==> src/hw/rtl/mbps_pkg.sv <==
// ----------------------------------------------------------------------------
// mbps_pkg
// Shared types and constants of the masked byte pattern scanner.
// ----------------------------------------------------------------------------
package mbps_pkg;

  localparam int MAX_PATTERN_BYTES_DEF = 32;
  localparam int OFFSET_BITS_DEF       = 32;

  // Pattern storage that the register map provides.
  localparam int REG_PATTERN_BYTES = 32;

  localparam int DATA_W   = 8;
  localparam int CFG_W    = 64;
  localparam int CFG_IDX_W = 3;
  localparam int MASK_W   = 32;
  localparam int LEN_W    = 6;
  localparam int ADDR_W   = 64;
  localparam int SEEN_W   = 32;

  localparam logic [CFG_IDX_W-1:0] REG_PAT_0_7   = 3'd0;
  localparam logic [CFG_IDX_W-1:0] REG_PAT_8_15  = 3'd1;
  localparam logic [CFG_IDX_W-1:0] REG_PAT_16_23 = 3'd2;
  localparam logic [CFG_IDX_W-1:0] REG_PAT_24_31 = 3'd3;
  localparam logic [CFG_IDX_W-1:0] REG_MASK      = 3'd4;
  localparam logic [CFG_IDX_W-1:0] REG_LENGTH    = 3'd5;
  localparam logic [CFG_IDX_W-1:0] REG_BASE      = 3'd6;

  // Control that the top level hands to every cell of the chain.
  typedef struct packed {
    logic shift;
    logic clear;
  } chain_ctrl_t;

endpackage

==> src/hw/rtl/masked_byte_pattern_scan_core.sv <==
// ----------------------------------------------------------------------------
// masked_byte_pattern_scan_core
// Wildcard byte pattern search over a streamed memory image.
// ----------------------------------------------------------------------------
// The block takes one image byte per clock cycle, back to back, unless the
// output stalls, and gives its result in the cycle after the byte that causes
// it, from an output register that drains in the same cycle in which a new
// item is taken. The match chain has one cell per pattern byte, each updating
// once per byte: cell k records whether the newest bytes equal pattern bytes
// 0 to k under the compare mask, and a match is read at the cell that the
// pattern length selects. The found address is base address plus the match
// offset, formed in the cycle that accepts the matching byte.
// ----------------------------------------------------------------------------
module masked_byte_pattern_scan_core
  import mbps_pkg::*;
#(
  parameter int MAX_PATTERN_BYTES = MAX_PATTERN_BYTES_DEF,
  parameter int OFFSET_BITS       = OFFSET_BITS_DEF
)
(
  input  logic                 clk,
  input  logic                 rst_n,
  input  logic                 cfg_we,
  input  logic [CFG_IDX_W-1:0] cfg_index,
  input  logic [CFG_W-1:0]     cfg_wdata,
  input  logic                 in_valid,
  output logic                 in_ready,
  input  logic [DATA_W-1:0]    in_data_byte,
  input  logic                 in_last_byte,
  output logic                 out_valid,
  input  logic                 out_ready,
  output logic                 out_found,
  output logic [ADDR_W-1:0]    out_match_address
);

  localparam logic [ADDR_W-1:0] OFF_MASK =
    (OFFSET_BITS >= ADDR_W) ? {ADDR_W{1'b1}}
                            : ((ADDR_W'(1) << OFFSET_BITS) - ADDR_W'(1));

  logic [REG_PATTERN_BYTES*DATA_W-1:0] pattern_r;
  logic [MASK_W-1:0]                   mask_r;
  logic [LEN_W-1:0]                    len_r;
  logic [ADDR_W-1:0]                   base_r;

  logic [SEEN_W-1:0] seen_r;
  logic [SEEN_W-1:0] seen_nxt;
  logic              reported_r;
  logic              reported_nxt;

  logic              out_valid_r;
  logic              out_valid_nxt;
  logic              out_found_r;
  logic              out_found_nxt;
  logic [ADDR_W-1:0] out_addr_r;
  logic [ADDR_W-1:0] out_addr_nxt;

  logic                         in_acc;
  chain_ctrl_t                  ctrl;
  logic [MAX_PATTERN_BYTES-1:0] hit_nxt;
  logic                         hit;
  logic [SEEN_W-1:0]            off;

  // Configuration registers.
  always_ff @(posedge clk) begin
    if (!rst_n) begin
      pattern_r <= '0;
      mask_r    <= '0;
      len_r     <= '0;
      base_r    <= '0;
    end else if (cfg_we) begin
      case (cfg_index)
        REG_PAT_0_7:   pattern_r[0*CFG_W +: CFG_W] <= cfg_wdata;
        REG_PAT_8_15:  pattern_r[1*CFG_W +: CFG_W] <= cfg_wdata;
        REG_PAT_16_23: pattern_r[2*CFG_W +: CFG_W] <= cfg_wdata;
        REG_PAT_24_31: pattern_r[3*CFG_W +: CFG_W] <= cfg_wdata;
        REG_MASK:      mask_r <= cfg_wdata[MASK_W-1:0];
        REG_LENGTH:    len_r  <= cfg_wdata[LEN_W-1:0];
        REG_BASE:      base_r <= cfg_wdata;
        default: ;
      endcase
    end
  end

  assign in_ready = ~out_valid_r | out_ready;
  assign in_acc   = in_valid & in_ready;

  assign ctrl.shift = in_acc & ~reported_r;
  assign ctrl.clear = in_acc & in_last_byte;

  mbps_chain #(
    .MAX_PATTERN_BYTES (MAX_PATTERN_BYTES)
  ) u_chain (
    .clk          (clk),
    .rst_n        (rst_n),
    .ctrl         (ctrl),
    .data_byte    (in_data_byte),
    .pattern      (pattern_r),
    .compare_mask (mask_r),
    .hit_nxt      (hit_nxt)
  );

  // Pick the cell that ends the configured pattern; lengths beyond the
  // register map or the chain never match, nor does zero.
  always_comb begin
    hit = 1'b0;
    for (int i = 0; i < MAX_PATTERN_BYTES; i++) begin
      if (i < REG_PATTERN_BYTES && int'(len_r) == i + 1) begin
        hit = hit_nxt[i];
      end
    end
  end

  always_comb begin
    seen_nxt      = (seen_r == {SEEN_W{1'b1}}) ? seen_r : seen_r + SEEN_W'(1);
    off           = seen_nxt - SEEN_W'(len_r);
    reported_nxt  = reported_r;
    out_valid_nxt = out_valid_r & ~out_ready;
    out_found_nxt = out_found_r;
    out_addr_nxt  = out_addr_r;
    if (ctrl.shift) begin
      if (hit) begin
        reported_nxt  = 1'b1;
        out_valid_nxt = 1'b1;
        out_found_nxt = 1'b1;
        out_addr_nxt  = base_r + (ADDR_W'(off) & OFF_MASK);
      end else if (in_last_byte) begin
        out_valid_nxt = 1'b1;
        out_found_nxt = 1'b0;
        out_addr_nxt  = '0;
      end
    end
  end

  always_ff @(posedge clk) begin
    if (!rst_n) begin
      seen_r      <= '0;
      reported_r  <= 1'b0;
      out_valid_r <= 1'b0;
    end else begin
      out_valid_r <= out_valid_nxt;
      if (ctrl.clear) begin
        seen_r     <= '0;
        reported_r <= 1'b0;
      end else begin
        if (ctrl.shift) begin
          seen_r <= seen_nxt;
        end
        reported_r <= reported_nxt;
      end
    end
  end

  always_ff @(posedge clk) begin
    out_found_r <= out_found_nxt;
    out_addr_r  <= out_addr_nxt;
  end

  assign out_valid         = out_valid_r;
  assign out_found         = out_found_r;
  assign out_match_address = out_addr_r;

  // A not-found result always carries a zero address.
  a_notfound_zero: assert property (@(posedge clk) disable iff (!rst_n)
    out_valid |-> (out_found || out_match_address == '0))
    else $error("not-found result with nonzero address");

  // The last byte of an image leaves the image state clear.
  a_last_clears: assert property (@(posedge clk) disable iff (!rst_n)
    (in_valid && in_ready && in_last_byte) |=> (!reported_r && seen_r == '0))
    else $error("image state not cleared after last byte");

  // Bytes after a match produce no result.
  a_quiet_after_match: assert property (@(posedge clk) disable iff (!rst_n)
    (in_valid && in_ready && reported_r) |=> !out_valid)
    else $error("result issued after a match was reported");

  // A zero-length pattern never reports a match.
  a_zero_len: assert property (@(posedge clk) disable iff (!rst_n)
    (ctrl.shift && len_r == '0) |=> !(out_valid && out_found))
    else $error("match reported for zero-length pattern");

endmodule

==> src/hw/rtl/mbps_cell.sv <==
// ----------------------------------------------------------------------------
// mbps_cell
// One cell of the match chain: holds whether the newest bytes match a
// prefix of the pattern that ends at this cell's pattern byte.
// ----------------------------------------------------------------------------
module mbps_cell
  import mbps_pkg::*;
(
  input  logic              clk,
  input  logic              rst_n,
  input  chain_ctrl_t       ctrl,
  input  logic [DATA_W-1:0] data_byte,
  input  logic [DATA_W-1:0] pat_byte,
  input  logic              care,
  input  logic              prev_hit,
  output logic              hit_nxt,
  output logic              hit_r
);

  logic byte_ok;

  // A wildcard byte matches anything.
  assign byte_ok = ~care | (data_byte == pat_byte);
  assign hit_nxt = prev_hit & byte_ok;

  always_ff @(posedge clk) begin
    if (!rst_n) begin
      hit_r <= 1'b0;
    end else if (ctrl.clear) begin
      hit_r <= 1'b0;
    end else if (ctrl.shift) begin
      hit_r <= hit_nxt;
    end
  end

endmodule

==> src/hw/rtl/mbps_chain.sv <==
// ----------------------------------------------------------------------------
// mbps_chain
// Row of match cells. Cell k compares the incoming byte with pattern byte k
// and takes the prefix result of cell k-1 from the previous byte.
// ----------------------------------------------------------------------------
module mbps_chain
  import mbps_pkg::*;
#(
  parameter int MAX_PATTERN_BYTES = MAX_PATTERN_BYTES_DEF
)
(
  input  logic                         clk,
  input  logic                         rst_n,
  input  chain_ctrl_t                  ctrl,
  input  logic [DATA_W-1:0]            data_byte,
  input  logic [REG_PATTERN_BYTES*DATA_W-1:0] pattern,
  input  logic [MASK_W-1:0]            compare_mask,
  output logic [MAX_PATTERN_BYTES-1:0] hit_nxt
);

  logic [MAX_PATTERN_BYTES-1:0] hit_r;

  for (genvar k = 0; k < MAX_PATTERN_BYTES; k++) begin : g_cell
    logic [DATA_W-1:0] pat_byte;
    logic              care;
    logic              prev_hit;

    // Cells past the register map never decide a match.
    if (k < REG_PATTERN_BYTES) begin : g_pat
      assign pat_byte = pattern[k*DATA_W +: DATA_W];
      assign care     = compare_mask[k];
    end else begin : g_nopat
      assign pat_byte = '0;
      assign care     = 1'b0;
    end

    if (k == 0) begin : g_head
      assign prev_hit = 1'b1;
    end else begin : g_link
      assign prev_hit = hit_r[k-1];
    end

    mbps_cell u_cell (
      .clk       (clk),
      .rst_n     (rst_n),
      .ctrl      (ctrl),
      .data_byte (data_byte),
      .pat_byte  (pat_byte),
      .care      (care),
      .prev_hit  (prev_hit),
      .hit_nxt   (hit_nxt[k]),
      .hit_r     (hit_r[k])
    );
  end

endmodule

==> config.mk <==
export PLATFORM = sky130hd
export DESIGN_NAME = masked_byte_pattern_scan_core
export DESIGN_NICKNAME = d
export VERILOG_FILES = /design/src/hw/rtl/mbps_pkg.sv /design/src/hw/rtl/masked_byte_pattern_scan_core.sv /design/src/hw/rtl/mbps_cell.sv /design/src/hw/rtl/mbps_chain.sv
export SDC_FILE = /design/constraint.sdc
export NUM_CORES = 1
export LEC_CHECK = 0
export BUFFER_PORTS_ARGS = -buffer_cell sky130_fd_sc_hd__buf_2
export CAP_MARGIN = 20
export CORE_AREA = 5 5 270 272
export CTS_CLUSTER_SIZE = 14
export DETAILED_ROUTE_END_ITERATION = 8
export DIE_AREA = 0 0 275 277
export PLACE_DENSITY = 0.49
export SLEW_MARGIN = 20
export SYNTH_ARGS = -nofsm -noshare
export SYNTH_HDL_FRONTEND = slang
export SYNTH_SLANG_ARGS = --single-unit
==> constraint.sdc <==
create_clock -name clk -period 10.16 [get_ports clk]
set_input_delay 0.508 -clock clk [delete_from_list [all_inputs] [get_ports clk]]
set_output_delay 0.508 -clock clk [all_outputs]
set_load 0.005 [all_outputs]
# Yosys cells after proc, flatten, opt, wreduce, memory -nomap -nowiden
# Cells that the tools add are included.
[word_totals] inputBits=81 output_inout_bits=67 word_cells=272 register_bits=488
[classes] n_eq_ne=71 addsub=3 n_mux=39 bitwise=104 reduce_logical=12
[op_table] cell="$eq 8x8->1" n=32
[op_table] cell="$mux 64" n=2
[op_table] cell="$eq 6x6->1 const B" n=17
[op_table] cell="$add 64x32->64" n=1
[op_table] cell="$eq 6x5->1 const B" n=8
[op_table] cell="$mux 1" n=36
[op_table] cell="$not 1->1" n=36
[op_table] cell="$and 1x1->1" n=35
[op_table] cell="$or 1x1->1" n=33
[op_table] cell="$add 32x1->32 const B" n=1
[op_table] cell="$eq 32x32->1 const B" n=1
[op_table] cell="$mux 32" n=1
[op_table] cell="$sub 32x6->32" n=1
[op_table] cell="$eq 6x4->1 const B" n=4
[op_table] cell="$reduce_and 2->1" n=9
[op_table] cell="$eq 6x3->1 const B" n=2
[op_table] cell="$eq 3x3->1 const B" n=3
[op_table] cell="$eq 3x2->1 const B" n=2
[op_table] cell="$eq 6x2->1 const B" n=1
[op_table] cell="$eq 3x1->1 const B" n=1
[op_table] cell="$logic_not 3->1" n=1
[op_table] cell="$reduce_bool 2->1" n=1
[op_table] cell="$reduce_or 2->1" n=1

# Logic depth before layout (Yosys ltp)
# Gate-level depths: netlist of run 1.
[depth] ltp_word=36 depth_mapped=27

# Cells and area by module
# A second synthesis of run 1 with hierarchy kept.
[unflattened] cells_unflattened=3133 hier_area_um2=26138.8
[by_module_without_submodules] mod="masked_byte_pattern_scan_core" seq_area_each_um2=9799.4 area_each_um2=21290.4 n_inst=1 cells_each=2524
[by_module_without_submodules] mod="mbps_cell" seq_area_each_um2=20.0 area_each_um2=151.4 n_inst=32 cells_each=19
[by_module_without_submodules] mod="mbps_chain" seq_area_each_um2=0.0 area_each_um2=3.8 n_inst=1 cells_each=1

# Worst setup path after synthesis of run 1
# OpenSTA, ideal clock, no wires.
[synth_path] kind="register -> register" start="reg seen_r[10]" end="reg out_addr_r[42], in the netlist out_match_address[42] (data pin)" n_path_buf=2 required_time_ns=9.890 setup_slack_ns=3.956 t_arrival_ns=5.934 stages_incl_launch_ff=28 setup_ns=0.270 cell_sequence="dfxtp_1 > buf_2 > nand4_1 > nor4_4 > nand4_2 > mux2i_1 > inv_1 > ha_1 > nor2b_1 > o21ai_0 > a21boi_0 > o31ai_1 > o2111a_1 > o21ai_1 > or3_1 > buf_2 > mux2i_1 > xor2_1 > ha_1 > a21o_1 > a21o_1 > a21oi_1 > o21ai_0 > nand2b_1 > o211ai_1 > nand2b_1 > or3_1 > a21oi_1"
[synth_via] elab_chain_len=5 elab_cells_between_ends=6
[synth_rtl] item="start: declaration" line="masked_byte_pattern_scan_core.sv:45" rtl="logic [SEEN_W-1:0] seen_r;"
[synth_rtl] item="start signal: assignment" line="masked_byte_pattern_scan_core.sv:146" rtl="seen_r <= seen_nxt;"
[synth_rtl] item="$eq 32x32->1" line="masked_byte_pattern_scan_core.sv:114" rtl="seen_nxt = (seen_r == {SEEN_W{1'b1}}) ? seen_r : seen_r + SEEN_W'(1);"
[synth_rtl] item="$mux 32" line="masked_byte_pattern_scan_core.sv:114"
[synth_rtl] item="named net seen_nxt[1]" line="masked_byte_pattern_scan_core.sv:46" rtl="logic [SEEN_W-1:0] seen_nxt;"
[synth_rtl] item="$sub 32x6->32" line="masked_byte_pattern_scan_core.sv:115" rtl="off = seen_nxt - SEEN_W'(len_r);"
[synth_rtl] item="$add 64x32->64" line="masked_byte_pattern_scan_core.sv:125" rtl="out_addr_nxt = base_r + (ADDR_W'(off) & OFF_MASK);"
[synth_rtl] item="$mux 64" line="masked_byte_pattern_scan_core.sv:121" rtl="if (hit) begin"
[synth_rtl] item="end signal: assignment" line="masked_byte_pattern_scan_core.sv:155" rtl="out_addr_r <= out_addr_nxt;"
[synth_rtl] item="end: declaration" line="masked_byte_pattern_scan_core.sv:54" rtl="logic [ADDR_W-1:0] out_addr_r;"
# The timed path passes the listed nets, and every way through them passes these cells.
# A chain may end at the register's enable or synchronous reset.

# Final worst setup path of run 1
[layout_path] start="reg seen_r[7]" end="reg out_addr_r[42], in the netlist out_match_address[42] (data pin)"
# The elaborated chain is that of the path after synthesis.

==> flow_summary.json, run 1 <==
{
  "status": "finished clean",
  "cpLargestDelayFamily": "compound AO/OA/AOI/OAI gates",
  "port_buffers": 147,
  "cp.arrival_ps": 8230,
  "cp-start-kind": "register",
  "synth-main-ff-cell": "dfxtp_1",
  "switchingPower_w": 0.00120,
  "post-dp-hpwl_microns": 56800,
  "synthTopCellsByCount": "816 x nand2_1, 423 x dfxtp_1, 421 x a21oi_1, 323 x xnor2_1, 178 x nor2_1",
  "cts_buffer_depth": 3,
  "ant_nets": 0,
  "multi_input_area_sq_um": 13100,
  "start_util_pct": 34.5,
  "path_class": "reg -> reg",
  "nets": 3222,
  "async_flop_share_pct": 0,
  "wl_microns": 83000,
  "setup_viol": 0,
  "drt-pass1-iter-count": 7,
  "cts_setup_buffers": 0,
  "vias_per_cell": 5.19,
  "dpl_cell_area_sq_um": 25800,
  "ys_ff_latch": 488,
  "syn_inst": 3061,
  "clock-root-buffer": "clkbuf_16",
  "critPathMaxStageDelay_ps": 600,
  "die-width_microns": 275,
  "hold_viol": 0,
  "antenna_found_initial": 4,
  "seqPwrFrac_pct": 44.3,
  "fmax_mhz": 129,
  "core_sq_um": 70500,
  "reg2reg_from": "seen_r[7]",
  "final_cell_area_sq_um": 27700,
  "syn_to_final_growth_pct": 13.7,
  "gp_congestion": 0.899,
  "max-slew-margin-rel_pct": 25.0,
  "die-area_sq_um": 76200,
  "numClockSinks": 488,
  "switching_share_pct": 26.1,
  "grt_pass1_wl_microns": 125000,
  "cp.required_ps": 10620,
  "dr_wl_met3_microns": 4350,
  "clock_power_share_pct": 45.2,
  "cts_hold_buf": 0,
  "gr-usage-all-layers_pct": 21.0,
  "fin_tns_setup_ps": 0,
  "p_leak_nw": 9.21,
  "die_h_microns": 277,
  "cp.buffers_inverters": 2,
  "io_pins": 148,
  "synth_edf_count": 65,
  "post_drt_wl_per_cell_microns": 20.3,
  "pwr_density_cell_nw_per_um2": 166,
  "finalMaxSlewViolations": 0,
  "p_int_w": 0.00339,
  "wl_met2_microns": 38100,
  "worstPathMaxFanout": 12,
  "grt.overflow.total": 0,
  "rsz0062_at_grt": "false",
  "synth.distinct_cells": 72,
  "cap_violations": 0,
  "clock_skew_ps": 24.3,
  "power_frac_comb_pct": 10.5,
  "post-route-drc-count": 0,
  "synth_top_cell_by_area": "dfxtp_1",
  "routed-via-count": 21200,
  "hold_class": "in -> reg",
  "num-fill-cells": 7317,
  "synthDominantCellAreaShare_pct": 34.8,
  "clock_latency_ps": 620,
  "ctsResizeCount": 0,
  "htree_levels": 2,
  "tightest_slew_ps": 1130,
  "endpoint_kind": "register",
  "syn_area_sq_um": 24400,
  "path_common_cell": "o21ai_0",
  "grt_max_degree": 220,
  "cts_tree": "built",
  "regArea_sq_um": 10400,
  "fin_crit_ps": 7770,
  "synth_area_leaders": "dfxtp_1 35%, nand2_1 13%, xnor2_1 12%",
  "irDropWorstVdd_mv": 0.145,
  "finalCritPeriodShare_pct": 76.5,
  "worstHoldStart": "cfg_wdata[44]",
  "cp_slowest_cell": "o21ai_0",
  "placementRows": 98,
  "cts_buffers": 55,
  "drive_gt1_share_pct": 9.55,
  "grt_pass1_vias": 20400,
  "power_w": 0.00458,
  "met1Wirelength_microns": 39200,
  "post-route-util_pct": 39.3,
  "ys_warn_count": 0,
  "whs_ps": 197,
  "seq_area_frac_synth_pct": 42.8,
  "syn_nets": 3183,
  "avgSynthCellArea_sq_um": 7.96,
  "crit_start": "seen_r[7]",
  "drt_iter0_markers": 1644,
  "top_layer_used": "met5",
  "clkTransAtPathRegs_ps": 60,
  "synth.most_common_cell": "nand2_1"
}
[power groups by stage]
| stage | logic (W) | clock network (W) | registers, W |
|---|---|---|---|
| finish | 0.000480 | 0.00207 | 0.00203 |
| global route | 0.000525 | 0.00220 | 0.00203 |
| CTS | 0.000482 | 0.00212 | 0.00203 |
| detailed placement | 0.000479 | 0 | 0.00207 |
| global placement | 0.000477 | 0 | 0.00207 |
| floorplan | 0.000307 | 0 | 0.00207 |
[cell families (layout without fill, tap and decap cells)]
| group | after synthesis | count (layout) | share of synthesized area (%) |
|---|---|---|---|
| flip-flops | 488 | 488 | 42.8 |
| AO/OA/AOI/OAI | 597 | 597 | 13.7 |
| XOR/XNOR | 391 | 391 | 14.1 |
| adder cells (fa/ha/maj) | 41 | 41 | 2.17 |
| AND/OR/NAND/NOR | 1293 | 1293 | 22.9 |
| other | 0 | 2 | 0 |
| buffers and inverters | 238 | 320 | 3.93 |
| multiplexers | 13 | 13 | 0.534 |
[layer usage]
layer	GRT usage (%)	vias to the layer above
met5	0	-
met4	4.35	4
met3	2.87	90
met2	33.8	560
met1	30.2	10300
li1	-	10300
[area by class of cell]
| cell class | instances | area share [%] |
|---|---|---|
| tap | 950 | 4.29 |
| inverter | 40 | 0.569 |
| clock inverter | 22 | 0.967 |
| antenna | 2 | 0.0181 |
| multi-input combinational | 2335 | 47.2 |
| timing repair buffer | 180 | 3.60 |
| clock buffer | 78 | 5.76 |
| sequential | 488 | 37.6 |
[path summary, 6_finish.rpt]
kind / slack [ps] / cells after the start / to
worst min register to register: 450 / 2 / mask_r[26]
worst max register to register: 2390 / 25 / out_match_address[42]
worst max-delay path: 2390 / 25 / out_match_address[42]
worst min-delay path: 200 / 3 / pattern_r[172]
[worst reg2reg max path, delay by kind of cell (launching register included)]
kind	cells	cell delay, ps
XOR/XNOR	1	150
multiplexers	1	400
AO/OA/AOI/OAI	11	3060
flip-flops	1	540
buffers and inverters	2	150
adder cells (fa/ha/maj)	2	650
AND/OR/NAND/NOR	8	2660
[placed cells by master (no fill, tap or decap), types with 13 or more instances in the layout]
cell         n
edfxtp_1    65
inv_1       38
nor3_1      26
xor2_1      68
buf_4       32
nand3_1     72
clkbuf_16   57
nand4_1     85
xnor2_1    323
dfxtp_1    423
o21ai_0     64
ha_1        39
or3_1       17
a21o_1      20
mux2i_1     13
nand2_1    812
buf_2      147
nor2b_1     14
and3_1      21
nor2_1     175
a21oi_1    421
[registers in the layout (all words and copies together) (netlist names)]
name,flops
base_r,64
out_valid,1
pattern_r,256
mask_r,32
out_found,1
u_chain.g_cell.u_cell.hit_r,31
len_r,6
reported_r,1
out_match_address,64
seen_r,32
[through the flow]
stage	cells	setup WS, ps
2_1_floorplan	3061	3960
3_3_place_gp	3993	2580
3_5_place_dp	3993	2400
4_1_cts	4093	2350
5_1_grt	4093	1720
6_report	4095	2390
Power figures use the tool's default switching activity.
==> run 2, diff against run 1 <==
- ABC_AREA: default -> 1
- CORE_AREA: 5 5 270 272 -> 5 5 272 274
- DIE_AREA: 0 0 275 277 -> 0 0 277 279
- PLACE_DENSITY: 0.49 -> 0.48
- clock period: 10.16 -> 7.7 ns (I/O delays scaled with it)
==> run 2 against run 1 <==
  * Count of clock-buffer cells in the layout is 7 higher
  * Non-clock buffer count stayed put
  * Worst hold slack worse by 120 ps
  * Die area is 1.5% higher
==> flow_summary.json, run 2 <==
{
  "wl_microns": 85500,
  "syn_to_final_growth_pct": 13.6,
  "clock_latency_ps": 620,
  "post-dp-hpwl_microns": 57900,
  "clkTransAtPathRegs_ps": 60,
  "worstPathMaxFanout": 4,
  "post_drt_wl_per_cell_microns": 19.6,
  "post-route-drc-count": 0,
  "die-width_microns": 277,
  "cts_buffers": 56,
  "synthTopCellsByCount": "812 x nor2_1, 440 x o21ai_0, 423 x dfxtp_1, 322 x nand2_1, 203 x inv_1",
  "synth-main-ff-cell": "dfxtp_1",
  "vias_per_cell": 5.00,
  "endpoint_kind": "register",
  "seq_area_frac_synth_pct": 42.2,
  "cp-start-kind": "register",
  "gp_congestion": 0.866,
  "start_util_pct": 34.7,
  "layout_commonest_cell": "nor2_1",
  "syn_nets": 3420,
  "die_h_microns": 279,
  "avgSynthCellArea_sq_um": 7.48,
  "cts_buffer_depth": 3,
  "core_sq_um": 71100,
  "finalCritPeriodShare_pct": 83.6,
  "placementRows": 98,
  "nets": 3483,
  "largest_register_ff_count": 256,
  "status": "finished clean",
  "ys_ff_latch": 488,
  "grt.overflow.total": 0,
  "setup_viol": 0,
  "cp_slowest_cell": "nor4_1",
  "antenna_found_initial": 7,
  "routed-via-count": 21800,
  "hold_class": "in -> reg",
  "hold_viol": 0,
  "reg2reg_from": "seen_r[26]",
  "path_class": "reg -> reg",
  "rsz0062_at_grt": "false",
  "io_pins": 148,
  "timing.final.ws_setup_ps": 1260,
  "fin_crit_ps": 6440,
  "fin_tns_setup_ps": 0,
  "clock-root-buffer": "clkbuf_16",
  "synthDominantCellAreaShare_pct": 34.3,
  "cts_tree": "built",
  "htree_levels": 2,
  "worstHoldStart": "out_ready",
  "syn_inst": 3298,
  "grt_pass1_wl_microns": 130000,
  "pwr_density_cell_nw_per_um2": 229,
  "max-slew-margin-rel_pct": 33.8,
  "clock_skew_ps": 20.3,
  "largest_register": "pattern_r",
  "fmax_mhz": 155,
  "cap_violations": 0,
  "ys_warn_count": 0,
  "port_buffers": 147,
  "synth_edf_count": 65,
  "ctsResizeCount": 0,
  "layout_common_cells": "806 x nor2_1, 440 x o21ai_0, 423 x dfxtp_1, 322 x nand2_1, 202 x xnor2_1",
  "drive_gt1_share_pct": 12.1,
  "synth_top_cell_by_area": "dfxtp_1",
  "finalMaxSlewViolations": 0,
  "async_flop_share_pct": 0,
  "grt_max_degree": 122,
  "critPathMaxStageDelay_ps": 550,
  "cts_setup_buffers": 0,
  "p_leak_nw": 11.5,
  "synth_area_leaders": "dfxtp_1 34%, nor2_1 12%, o21ai_0 8.9%",
  "cp.arrival_ps": 6810,
  "die-area_sq_um": 77300,
  "tightest_slew_ps": 980,
  "cp.required_ps": 8080,
  "synth.distinct_cells": 59,
  "synth.most_common_cell": "nor2_1",
  "syn_area_sq_um": 24700,
  "irDropWorstVdd_mv": 0.186,
  "numClockSinks": 488,
  "ant_nets": 0,
  "crit_start": "seen_r[26]",
  "drt_iter0_markers": 1803,
  "cts_hold_buf": 0,
  "dpl_worst_slack_ps": 1150,
  "drt-pass1-iter-count": 7,
  "path_common_cell": "nand2_1",
  "grt_pass1_vias": 20500,
  "gr-usage-all-layers_pct": 21.4
}
## run 2: worst max-delay path: cells and delay by family, from the launching register on
family	cells	cell delay [ps]
adders and majority gates	2	650
buffers and inverters	2	160
DFF	1	390
xor gates and xnor gates	1	170
and+or+nand+nor	27	3310
AOI/OAI and AO/OA	7	1480
## run 2: metal layers
metal	part of all wire, %	wire length [microns]	global-route usage, %	vias to the layer above
met2	44	37200	32.7	483
li1	-	-	-	10900
met3	4.9	4200	2.64	83
met1	50	42800	32.9	10300
met5	0.071	61	0	-
met4	1.4	1200	3.86	8
## run 2: path summary, 6_finish.rpt
kind	end	slack, ps	cells after the start
min	out_valid	80	4
max reg2reg	out_match_address[60]	1260	39
max	out_match_address[60]	1260	39
min reg2reg	pattern_r[12]	470	2
## run 2: metrics by stage
stage          hold slack, ps  util (%)  power, W  area [sq um]  instances
2_1_floorplan             437         -   0.00343         24700       3298
3_3_place_gp              457      36.8   0.00374         26200       4253
3_5_place_dp              459      36.8   0.00373         26200       4253
4_1_cts                  40.0      39.4   0.00650         28000       4354
5_1_grt                  98.4      39.4   0.00672         28000       4354
6_report                 76.8      39.4   0.00643         28000       4355
## run 2: power breakdown
part | internal, W | switching [W] | leakage [nW]
clock network | 0.00161 | 0.00115 | 0.924
logic | 0.000308 | 0.000590 | 6.46
registers | 0.00270 | 0.0000736 | 4.08
## run 2: kinds of logic after synthesis
kind of cell | count (synthesis) | synth area share [%]
simple gates | 1454 | 25.6
flops | 488 | 42.2
xor+xnor | 268 | 9.55
fa+ha+maj | 41 | 2.14
compound gates | 653 | 14.1
buf+inv | 394 | 6.33
## run 2: layout make-up
class                      instances  area [sq um]
antenna                            1          2.50
clock buffer                      85          1690
clock inverter                    16           170
fill                            7499         43100
inverter                         219           825
multi-input combinational       2416         12700
sequential                       488         10400
tap                              950          1190
timing repair buffer             180          1010
